--- src/hw/rtl/mtas_pkg.sv ---
// shared types and constants for the median then average smoother
package mtas_pkg;

    localparam int DATA_W          = 32;
    localparam int MEDIAN_LEN_DEF  = 5;
    localparam int AVERAGE_LEN_DEF = 6;

    typedef struct packed {
        logic signed [DATA_W-1:0] pos_x;
        logic signed [DATA_W-1:0] pos_y;
    } t_in;

    typedef struct packed {
        logic signed [DATA_W-1:0] smooth_x;
        logic signed [DATA_W-1:0] smooth_y;
    } t_out;

    typedef struct packed {
        logic load;
        logic med_step;
        logic med_push;
        logic sum_step;
        logic div_load;
        logic div_step;
        logic out_load;
    } t_cmd;

endpackage

--- src/hw/rtl/mtas_ctrl.sv ---
// controller state machine with window fill counts and output valid
module mtas_ctrl import mtas_pkg::*; #(
    parameter int MEDIAN_LEN  = MEDIAN_LEN_DEF,
    parameter int AVERAGE_LEN = AVERAGE_LEN_DEF,
    localparam int MFILL_W    = $clog2(MEDIAN_LEN + 1),
    localparam int AFILL_W    = $clog2(AVERAGE_LEN + 1),
    localparam int SUM_W      = DATA_W + $clog2(AVERAGE_LEN),
    localparam int STEP_W     = $clog2(SUM_W)
) (
    input  logic               i_clk,
    input  logic               i_rst_n,
    input  logic               i_in_valid,
    output logic               o_in_stall,
    output logic               o_out_valid,
    input  logic               i_out_stall,
    output t_cmd               o_cmd,
    output logic [STEP_W-1:0]  o_step,
    output logic [MFILL_W-1:0] o_raw_fill,
    output logic [AFILL_W-1:0] o_med_fill
);

    localparam logic [2:0] S_IDLE  = 3'd0;
    localparam logic [2:0] S_MED   = 3'd1;
    localparam logic [2:0] S_MPUSH = 3'd2;
    localparam logic [2:0] S_SUM   = 3'd3;
    localparam logic [2:0] S_DIVLD = 3'd4;
    localparam logic [2:0] S_DIV   = 3'd5;
    localparam logic [2:0] S_DONE  = 3'd6;

    logic [2:0]         r_state, n_state;
    logic [STEP_W-1:0]  r_step, n_step;
    logic [MFILL_W-1:0] r_raw_fill, n_raw_fill;
    logic [AFILL_W-1:0] r_med_fill, n_med_fill;
    logic               r_out_valid, n_out_valid;
    logic               w_accept;
    logic               w_out_free;
    logic               w_med_last;
    logic               w_sum_last;
    logic               w_div_last;
    t_cmd               w_cmd;

    assign o_in_stall = (r_state != S_IDLE);
    assign w_accept   = i_in_valid && !o_in_stall;
    assign w_out_free = !r_out_valid || !i_out_stall;
    assign w_med_last = (({1'b0, r_step} + 1'b1) == (STEP_W + 1)'(r_raw_fill));
    assign w_sum_last = (({1'b0, r_step} + 1'b1) == (STEP_W + 1)'(r_med_fill));
    assign w_div_last = (r_step == STEP_W'(SUM_W - 1));

    always_comb begin
        n_state    = r_state;
        n_step     = r_step;
        n_raw_fill = r_raw_fill;
        n_med_fill = r_med_fill;
        w_cmd      = '0;
        unique case (r_state)
            S_IDLE: begin
                if (w_accept) begin
                    w_cmd.load = 1'b1;
                    if (r_raw_fill != MFILL_W'(MEDIAN_LEN)) begin
                        n_raw_fill = r_raw_fill + 1'b1;
                    end
                    n_step  = '0;
                    n_state = S_MED;
                end
            end
            S_MED: begin
                w_cmd.med_step = 1'b1;
                if (w_med_last) begin
                    n_state = S_MPUSH;
                end else begin
                    n_step = r_step + 1'b1;
                end
            end
            S_MPUSH: begin
                w_cmd.med_push = 1'b1;
                if (r_med_fill != AFILL_W'(AVERAGE_LEN)) begin
                    n_med_fill = r_med_fill + 1'b1;
                end
                n_step  = '0;
                n_state = S_SUM;
            end
            S_SUM: begin
                w_cmd.sum_step = 1'b1;
                if (w_sum_last) begin
                    n_state = S_DIVLD;
                end else begin
                    n_step = r_step + 1'b1;
                end
            end
            S_DIVLD: begin
                w_cmd.div_load = 1'b1;
                n_step         = '0;
                n_state        = S_DIV;
            end
            S_DIV: begin
                w_cmd.div_step = 1'b1;
                if (w_div_last) begin
                    n_state = S_DONE;
                end else begin
                    n_step = r_step + 1'b1;
                end
            end
            S_DONE: begin
                if (w_out_free) begin
                    w_cmd.out_load = 1'b1;
                    n_state        = S_IDLE;
                end
            end
            default: begin
                n_state = S_IDLE;
            end
        endcase
    end

    always_comb begin
        n_out_valid = r_out_valid && i_out_stall;
        if (w_cmd.out_load) begin
            n_out_valid = 1'b1;
        end
    end

    always_ff @(posedge i_clk) begin
        if (!i_rst_n) begin
            r_state     <= S_IDLE;
            r_step      <= '0;
            r_raw_fill  <= '0;
            r_med_fill  <= '0;
            r_out_valid <= 1'b0;
        end else begin
            r_state     <= n_state;
            r_step      <= n_step;
            r_raw_fill  <= n_raw_fill;
            r_med_fill  <= n_med_fill;
            r_out_valid <= n_out_valid;
        end
    end

    assign o_cmd       = w_cmd;
    assign o_step      = r_step;
    assign o_raw_fill  = r_raw_fill;
    assign o_med_fill  = r_med_fill;
    assign o_out_valid = r_out_valid;

    a_fill_range: assert property (@(posedge i_clk) disable iff (!i_rst_n)
        (r_raw_fill <= MFILL_W'(MEDIAN_LEN)) && (r_med_fill <= AFILL_W'(AVERAGE_LEN)))
        else $error("window fill count out of range");

    a_cmd_onehot: assert property (@(posedge i_clk) disable iff (!i_rst_n)
        $onehot0(w_cmd))
        else $error("more than one datapath command at once");

    a_load_fills: assert property (@(posedge i_clk) disable iff (!i_rst_n)
        w_cmd.load |=> (r_raw_fill != '0) && (r_state == S_MED))
        else $error("transaction taken without raw window entry");

    a_med_fill_hold: assert property (@(posedge i_clk) disable iff (!i_rst_n)
        (r_state != S_MPUSH) |=> $stable(r_med_fill))
        else $error("median fill changed outside push");

    a_div_nonzero: assert property (@(posedge i_clk) disable iff (!i_rst_n)
        (r_state == S_DIV || r_state == S_DIVLD) |-> (r_med_fill != '0))
        else $error("divide by empty median window");

endmodule

--- src/hw/rtl/mtas_dp.sv ---
// datapath: raw windows, rank median, median windows, summing and serial divide
module mtas_dp import mtas_pkg::*; #(
    parameter int MEDIAN_LEN  = MEDIAN_LEN_DEF,
    parameter int AVERAGE_LEN = AVERAGE_LEN_DEF,
    localparam int MFILL_W    = $clog2(MEDIAN_LEN + 1),
    localparam int AFILL_W    = $clog2(AVERAGE_LEN + 1),
    localparam int SUM_W      = DATA_W + $clog2(AVERAGE_LEN),
    localparam int STEP_W     = $clog2(SUM_W)
) (
    input  logic               i_clk,
    input  t_cmd               i_cmd,
    input  logic [STEP_W-1:0]  i_step,
    input  logic [MFILL_W-1:0] i_raw_fill,
    input  logic [AFILL_W-1:0] i_med_fill,
    input  t_in                i_in,
    output t_out               o_out
);

    localparam int MIDX_W = (MEDIAN_LEN > 1) ? $clog2(MEDIAN_LEN) : 1;
    localparam int AIDX_W = (AVERAGE_LEN > 1) ? $clog2(AVERAGE_LEN) : 1;

    logic signed [DATA_W-1:0] w_new [2];
    logic signed [DATA_W-1:0] w_res [2];

    assign w_new[0] = i_in.pos_x;
    assign w_new[1] = i_in.pos_y;

    for (genvar c = 0; c < 2; c++) begin : g_lane
        logic signed [DATA_W-1:0] r_raw [MEDIAN_LEN];
        logic signed [DATA_W-1:0] r_mwin [AVERAGE_LEN];
        logic signed [DATA_W-1:0] r_median;
        logic signed [SUM_W-1:0]  r_acc;
        logic [AFILL_W-1:0]       r_rem;
        logic [SUM_W-1:0]         r_quo;
        logic                     r_neg;
        logic signed [DATA_W-1:0] r_res;
        logic signed [DATA_W-1:0] w_cand;
        logic [MFILL_W-1:0]       w_rank;
        logic [AFILL_W:0]         w_trial;
        logic                     w_qbit;

        assign w_cand = r_raw[i_step[MIDX_W-1:0]];

        // position of the candidate in the sorted window, ties broken by age
        always_comb begin
            w_rank = '0;
            for (int j = 0; j < MEDIAN_LEN; j++) begin
                if ((MFILL_W'(j) < i_raw_fill) &&
                    ((r_raw[j] < w_cand) ||
                     ((r_raw[j] == w_cand) && (STEP_W'(j) < i_step)))) begin
                    w_rank = w_rank + 1'b1;
                end
            end
        end

        assign w_trial = {r_rem, r_quo[SUM_W-1]};
        assign w_qbit  = (w_trial >= {1'b0, i_med_fill});

        always_ff @(posedge i_clk) begin
            if (i_cmd.load) begin
                if (i_raw_fill == MFILL_W'(MEDIAN_LEN)) begin
                    for (int j = 0; j < MEDIAN_LEN - 1; j++) begin
                        r_raw[j] <= r_raw[j + 1];
                    end
                    r_raw[MEDIAN_LEN - 1] <= w_new[c];
                end else begin
                    r_raw[i_raw_fill[MIDX_W-1:0]] <= w_new[c];
                end
            end
            if (i_cmd.med_step && (w_rank == (i_raw_fill >> 1))) begin
                r_median <= w_cand;
            end
            if (i_cmd.med_push) begin
                if (i_med_fill == AFILL_W'(AVERAGE_LEN)) begin
                    for (int j = 0; j < AVERAGE_LEN - 1; j++) begin
                        r_mwin[j] <= r_mwin[j + 1];
                    end
                    r_mwin[AVERAGE_LEN - 1] <= r_median;
                end else begin
                    r_mwin[i_med_fill[AIDX_W-1:0]] <= r_median;
                end
                r_acc <= '0;
            end
            if (i_cmd.sum_step) begin
                r_acc <= r_acc + SUM_W'(r_mwin[i_step[AIDX_W-1:0]]);
            end
            // restoring divide of the magnitude, one quotient bit per cycle
            if (i_cmd.div_load) begin
                r_neg <= r_acc[SUM_W-1];
                r_quo <= r_acc[SUM_W-1] ? $unsigned(-r_acc) : $unsigned(r_acc);
                r_rem <= '0;
            end
            if (i_cmd.div_step) begin
                if (w_qbit) begin
                    r_rem <= AFILL_W'(w_trial - {1'b0, i_med_fill});
                end else begin
                    r_rem <= w_trial[AFILL_W-1:0];
                end
                r_quo <= {r_quo[SUM_W-2:0], w_qbit};
            end
            if (i_cmd.out_load) begin
                r_res <= r_neg ? -$signed(r_quo[DATA_W-1:0]) : $signed(r_quo[DATA_W-1:0]);
            end
        end

        assign w_res[c] = r_res;
    end

    assign o_out.smooth_x = w_res[0];
    assign o_out.smooth_y = w_res[1];

endmodule

--- src/hw/rtl/median_then_average_smoother_unit.sv ---
// top level of the median then moving average position smoother
//
//  channel  | valid        | stall        | payload
//  ---------+--------------+--------------+--------------------------------
//  input    | i_in_valid   | o_in_stall   | i_in_data  (pos_x, pos_y)
//  output   | o_out_valid  | i_out_stall  | o_out_data (smooth_x, smooth_y)
//
//  one transaction at a time: the input stalls from acceptance until the result is loaded,
//  SUM_W = 32 + clog2(AVERAGE_LEN) is the width of the sum and of the quotient
//  the serial restoring divider divides the sum by the median fill count
//  synchronous active low reset empties both windows, no clearing pass
//  a finished result waits in the output register while the next item is taken
//  output stall only holds the last step of an item until the register frees
module median_then_average_smoother_unit import mtas_pkg::*; #(
    parameter int MEDIAN_LEN  = MEDIAN_LEN_DEF,
    parameter int AVERAGE_LEN = AVERAGE_LEN_DEF
) (
    input  logic i_clk,
    input  logic i_rst_n,
    input  logic i_in_valid,
    output logic o_in_stall,
    input  t_in  i_in_data,
    output logic o_out_valid,
    input  logic i_out_stall,
    output t_out o_out_data
);

    localparam int MFILL_W = $clog2(MEDIAN_LEN + 1);
    localparam int AFILL_W = $clog2(AVERAGE_LEN + 1);
    localparam int SUM_W   = DATA_W + $clog2(AVERAGE_LEN);
    localparam int STEP_W  = $clog2(SUM_W);

    t_cmd               w_cmd;
    logic [STEP_W-1:0]  w_step;
    logic [MFILL_W-1:0] w_raw_fill;
    logic [AFILL_W-1:0] w_med_fill;

    mtas_ctrl #(
        .MEDIAN_LEN  (MEDIAN_LEN),
        .AVERAGE_LEN (AVERAGE_LEN)
    ) u_ctrl (
        .i_clk       (i_clk),
        .i_rst_n     (i_rst_n),
        .i_in_valid  (i_in_valid),
        .o_in_stall  (o_in_stall),
        .o_out_valid (o_out_valid),
        .i_out_stall (i_out_stall),
        .o_cmd       (w_cmd),
        .o_step      (w_step),
        .o_raw_fill  (w_raw_fill),
        .o_med_fill  (w_med_fill)
    );

    mtas_dp #(
        .MEDIAN_LEN  (MEDIAN_LEN),
        .AVERAGE_LEN (AVERAGE_LEN)
    ) u_dp (
        .i_clk      (i_clk),
        .i_cmd      (w_cmd),
        .i_step     (w_step),
        .i_raw_fill (w_raw_fill),
        .i_med_fill (w_med_fill),
        .i_in       (i_in_data),
        .o_out      (o_out_data)
    );

endmodule

--- config.mk ---
export PLATFORM = sky130hd
export DESIGN_NAME = median_then_average_smoother_unit
export DESIGN_NICKNAME = d
export VERILOG_FILES = /design/src/hw/rtl/mtas_pkg.sv /design/src/hw/rtl/mtas_ctrl.sv /design/src/hw/rtl/mtas_dp.sv /design/src/hw/rtl/median_then_average_smoother_unit.sv
export SDC_FILE = /design/constraint.sdc
export NUM_CORES = 2
export LEC_CHECK = 0
export ABC_AREA = 1
export BUFFER_PORTS_ARGS = -buffer_cell sky130_fd_sc_hd__buf_2
export CORE_MARGIN = 3
export CORE_UTILIZATION = 60
export CTS_CLUSTER_DIAMETER = 150
export DETAILED_ROUTE_END_ITERATION = 8
export PLACE_DENSITY = 0.8
export SYNTH_ARGS = -nofsm -noshare
export SYNTH_HDL_FRONTEND = slang
export SYNTH_SLANG_ARGS = --single-unit
--- constraint.sdc ---
create_clock -name i_clk -period 13.3 [get_ports i_clk]
set_clock_uncertainty 0.15 [all_clocks]
set_input_delay 3.99 -clock i_clk [delete_from_list [all_inputs] [get_ports i_clk]]
set_output_delay 3.99 -clock i_clk [all_outputs]
set_load 0.01 [all_outputs]
==> metrics.yaml <==
cts.sinks: 1319
rr_worst_depth: 30
final_max_slew_viol_count: 0
num_vias: 56302
yosysMostFrequentCell: "sky130_fd_sc_hd__nand2_1"
min_path_type: "flip-flop to flip-flop"
timing.final.crit_period_ns: 7.69
synth_top_area_cell: "sky130_fd_sc_hd__edfxtp_1"
crit_type: "flip-flop to flip-flop"
static-leakage-power_nw: 30.8
grt_setup_unrepaired: "false"
final_cell_area_mm2: 0.0776
area_growth_syn_to_layout_pct: 8.85
global_route_wire_length_before_repair_um: 298000
clock-root-buffer: "sky130_fd_sc_hd__clkbuf_16"
floorplan.io_pins: 134
cts_max_level: 4
run_status: "completed"
post_synth.cell_area_avg_um2: 9.48
setup_violations: 0
die_height_um: 351
cp_data_arrival_time_ns: 7.93
clock.fmax_mhz: 130
post_drt_wl_per_cell_um: 21.1
synth_cells: 7519
pin_count_of_the_biggest_net_entering_global_routing: 213
place.port_buffers: 133
insertion_delay_ns: 0.76
placement_cell_area_mm2: 0.0730
synthTopCellsByArea: "sky130_fd_sc_hd__edfxtp_1 (55%), sky130_fd_sc_hd__o21ai_0 (8.9%), sky130_fd_sc_hd__nand2_1 (7.5%)"
numnets_final: 7975
cts.repair.resized: 0
hold_depth: 0
die-width_um: 351
max_stage_delay_ns: 0.69
timing.final.hold_violations: 0
yosys_warnings: 0
setup_total_negative_slack_ns: 0
dr.pass1.iters: 6
core-area_mm2: 0.117
min_period_over_period: 0.578
antenna_found_initial: 16
cts_inserted_buffers: 142
fraction_of_layout_instances_using_a_drive_strength_above_1: 0.0698
syn_std_cell_area_mm2: 0.0713
buffer_depth_of_the_longest_clock_path: 3
core_utilization_of_the_finished_layout: 0.663
post_synth_most_frequent_cells: "sky130_fd_sc_hd__nand2_1 (1,430), sky130_fd_sc_hd__edfxtp_1 (1,300), sky130_fd_sc_hd__o21ai_0 (1,261)"
setup.worst_path.start_class: "flip-flop"
post-route-worst-setup-slack_ns: 5.61
synth_largest_type_area_fraction: 0.548
grt-ovfl-total: 0
remaining_drc_errors: 0
slew_headroom: 0.153
place.gp.congestion: 0.965
track_usage: 0.308
starting_drc_count_in_detailed_routing: 7479
grt_pass1_vias: 53928
cts-hold-fix-buffers: 0
critPathMaxFanout: 162
category_of_the_worst_setup_path_capture_point: "flip-flop"
cp_slowest_cell: "sky130_fd_sc_hd__buf_12"
worst_ir_drop_vdd_uv: 196
synth_flop_cell: "sky130_fd_sc_hd__edfxtp_1"
ys_types: 66
worst_pin_slew_ns: 1.27
async_reset_ff_frac: 0
synth-edff-count: 1300
synth_seq_cells: 1319
clock_tree_from_tritoncts: "yes"
row_count: 125
wl_um: 192000
area_enclosed_by_the_die_boundary_mm2: 0.123
place_hpwl_um: 118000
detail_route.vias_per_cell: 6.16
fillers: 8929
cts.repair_timing.setup_buffer_count: 0
dpl_worst_slack_ns: 5.97
powerDensity_mw_per_mm2: 241
cpMostUsedCell: "sky130_fd_sc_hd__nand2_1"
clk_pin_slew_worst_paths_ns: 0.06
antenna_violating_nets_post_route: 0
max_cap_viol_count: 0
initial_utilization: 0.609
critPathRequiredTime_ns: 13.55
mappedNetlistNets: 8004
ys_seq_area_frac: 0.553
where the power goes:
group	total (mW)	switching, mW	internal, mW
logic	8.77	6.04	2.73
registers	6.05	0.568	5.48
clock network	3.91	1.66	2.25
sequential cells by signal (all words and copies together) (netlist names), named ones only:
| signal | flops |
|---|---|
| u_ctrl.o_med_fill | 3 |
| u_ctrl.o_out_valid | 1 |
| u_ctrl.o_raw_fill | 3 |
| u_ctrl.o_step | 6 |
| u_ctrl.r_state | 3 |
| u_dp.g_lane.r_acc | 70 |
| u_dp.g_lane.r_median | 64 |
| u_dp.g_lane.r_mwin | 512 |
| u_dp.g_lane.r_neg | 2 |
| u_dp.g_lane.r_quo | 70 |
| u_dp.g_lane.r_raw | 512 |
| u_dp.g_lane.r_rem | 6 |
| u_dp.g_lane.r_res | 64 |
cells in the final DEF, fill, tap and decap left out, types with 10 or more instances in the layout:
| cell type | instances |
|---|---|
| sky130_fd_sc_hd__o21ai_0 | 1259 |
| sky130_fd_sc_hd__ha_1 | 413 |
| sky130_fd_sc_hd__buf_4 | 50 |
| sky130_fd_sc_hd__bufinv_16 | 11 |
| sky130_fd_sc_hd__nor3_1 | 30 |
| sky130_fd_sc_hd__inv_2 | 19 |
| sky130_fd_sc_hd__dfxtp_1 | 16 |
| sky130_fd_sc_hd__edfxtp_1 | 1300 |
| sky130_fd_sc_hd__inv_1 | 625 |
| sky130_fd_sc_hd__nor3_2 | 14 |
| sky130_fd_sc_hd__diode_2 | 11 |
| sky130_fd_sc_hd__o22ai_1 | 127 |
| sky130_fd_sc_hd__or2_2 | 11 |
| sky130_fd_sc_hd__clkbuf_16 | 147 |
| sky130_fd_sc_hd__o31ai_1 | 12 |
| sky130_fd_sc_hd__nand3_1 | 89 |
| sky130_fd_sc_hd__clkinv_2 | 27 |
| sky130_fd_sc_hd__nor2_2 | 15 |
| sky130_fd_sc_hd__a21oi_1 | 445 |
| sky130_fd_sc_hd__o21ai_1 | 63 |
| sky130_fd_sc_hd__o21a_1 | 26 |
| sky130_fd_sc_hd__nand2_1 | 1418 |
| sky130_fd_sc_hd__buf_2 | 133 |
| sky130_fd_sc_hd__nand2_2 | 14 |
| sky130_fd_sc_hd__nand4_1 | 55 |
| sky130_fd_sc_hd__a31oi_1 | 97 |
| sky130_fd_sc_hd__a21oi_2 | 10 |
| sky130_fd_sc_hd__xnor2_1 | 41 |
| sky130_fd_sc_hd__xor2_1 | 93 |
| sky130_fd_sc_hd__nor4_1 | 21 |
| sky130_fd_sc_hd__clkbuf_1 | 31 |
| sky130_fd_sc_hd__nand3b_1 | 16 |
| sky130_fd_sc_hd__nor2_1 | 804 |
| sky130_fd_sc_hd__clkinv_1 | 21 |
worst max-delay path: cells and delay by family, from the launching register on:
kind	cells	cell delay, ns
simple gates	15	2.30
buf+inv	5	1.83
fa+ha+maj	4	1.23
compound gates	5	0.90
flops	1	0.48
xor+xnor	1	0.11
final timing paths:
check | from | end | slack (ns)
min | u_dp.g_lane[0].r_median[15] | u_dp.g_lane[0].r_mwin[7][15] | 0.36
max | flip-flop | u_dp.g_lane[0].r_median[6] | 5.61
min reg2reg | u_dp.g_lane[0].r_median[15] | u_dp.g_lane[0].r_mwin[7][15] | 0.36
max reg2reg | flip-flop | u_dp.g_lane[0].r_median[6] | 5.61
logic make-up after synthesis:
group | share of synthesized area
AND/OR/NAND/NOR | 0.144
AO/OA/AOI/OAI | 0.156
flip-flops | 0.553
buffers and inverters | 0.0556
adder cells (fa/ha/maj) | 0.0736
XOR/XNOR | 0.0165
multiplexers | 0.000316
cell type report:
class / instances / area (um^2) / area share
sequential: 1319 / 39400 / 0.508
multi-input combinational: 5189 / 28100 / 0.362
clock buffer: 179 / 3810 / 0.0491
inverter: 651 / 2470 / 0.0318
tap: 1524 / 1910 / 0.0246
timing repair buffer: 187 / 1120 / 0.0145
clock inverter: 73 / 749 / 0.00966
antenna: 11 / 27.5 / 0.000355
stage by stage:
stage          hold slack, ns  std cells  power [mW]
5_1_grt                 0.377       9125        20.0
3_5_place_dp            0.342       8870        14.6
6_report                0.356       9133        18.7
3_3_place_gp            0.329       8870        14.3
2_1_floorplan           0.274       7519        12.1
4_1_cts                 0.359       9122        18.5
routing by layer:
| metal | part of all wire | track usage | vias up |
|---|---|---|---|
| met4 | 0.035 | 0.117 | 10 |
| met1 | 0.39 | 0.415 | 26453 |
| met2 | 0.46 | 0.498 | 3076 |
| met5 | 0.00039 | 0 | - |
| met3 | 0.11 | 0.0607 | 526 |
| li1 | - | - | 26237 |
Power figures use the tool's default switching activity.
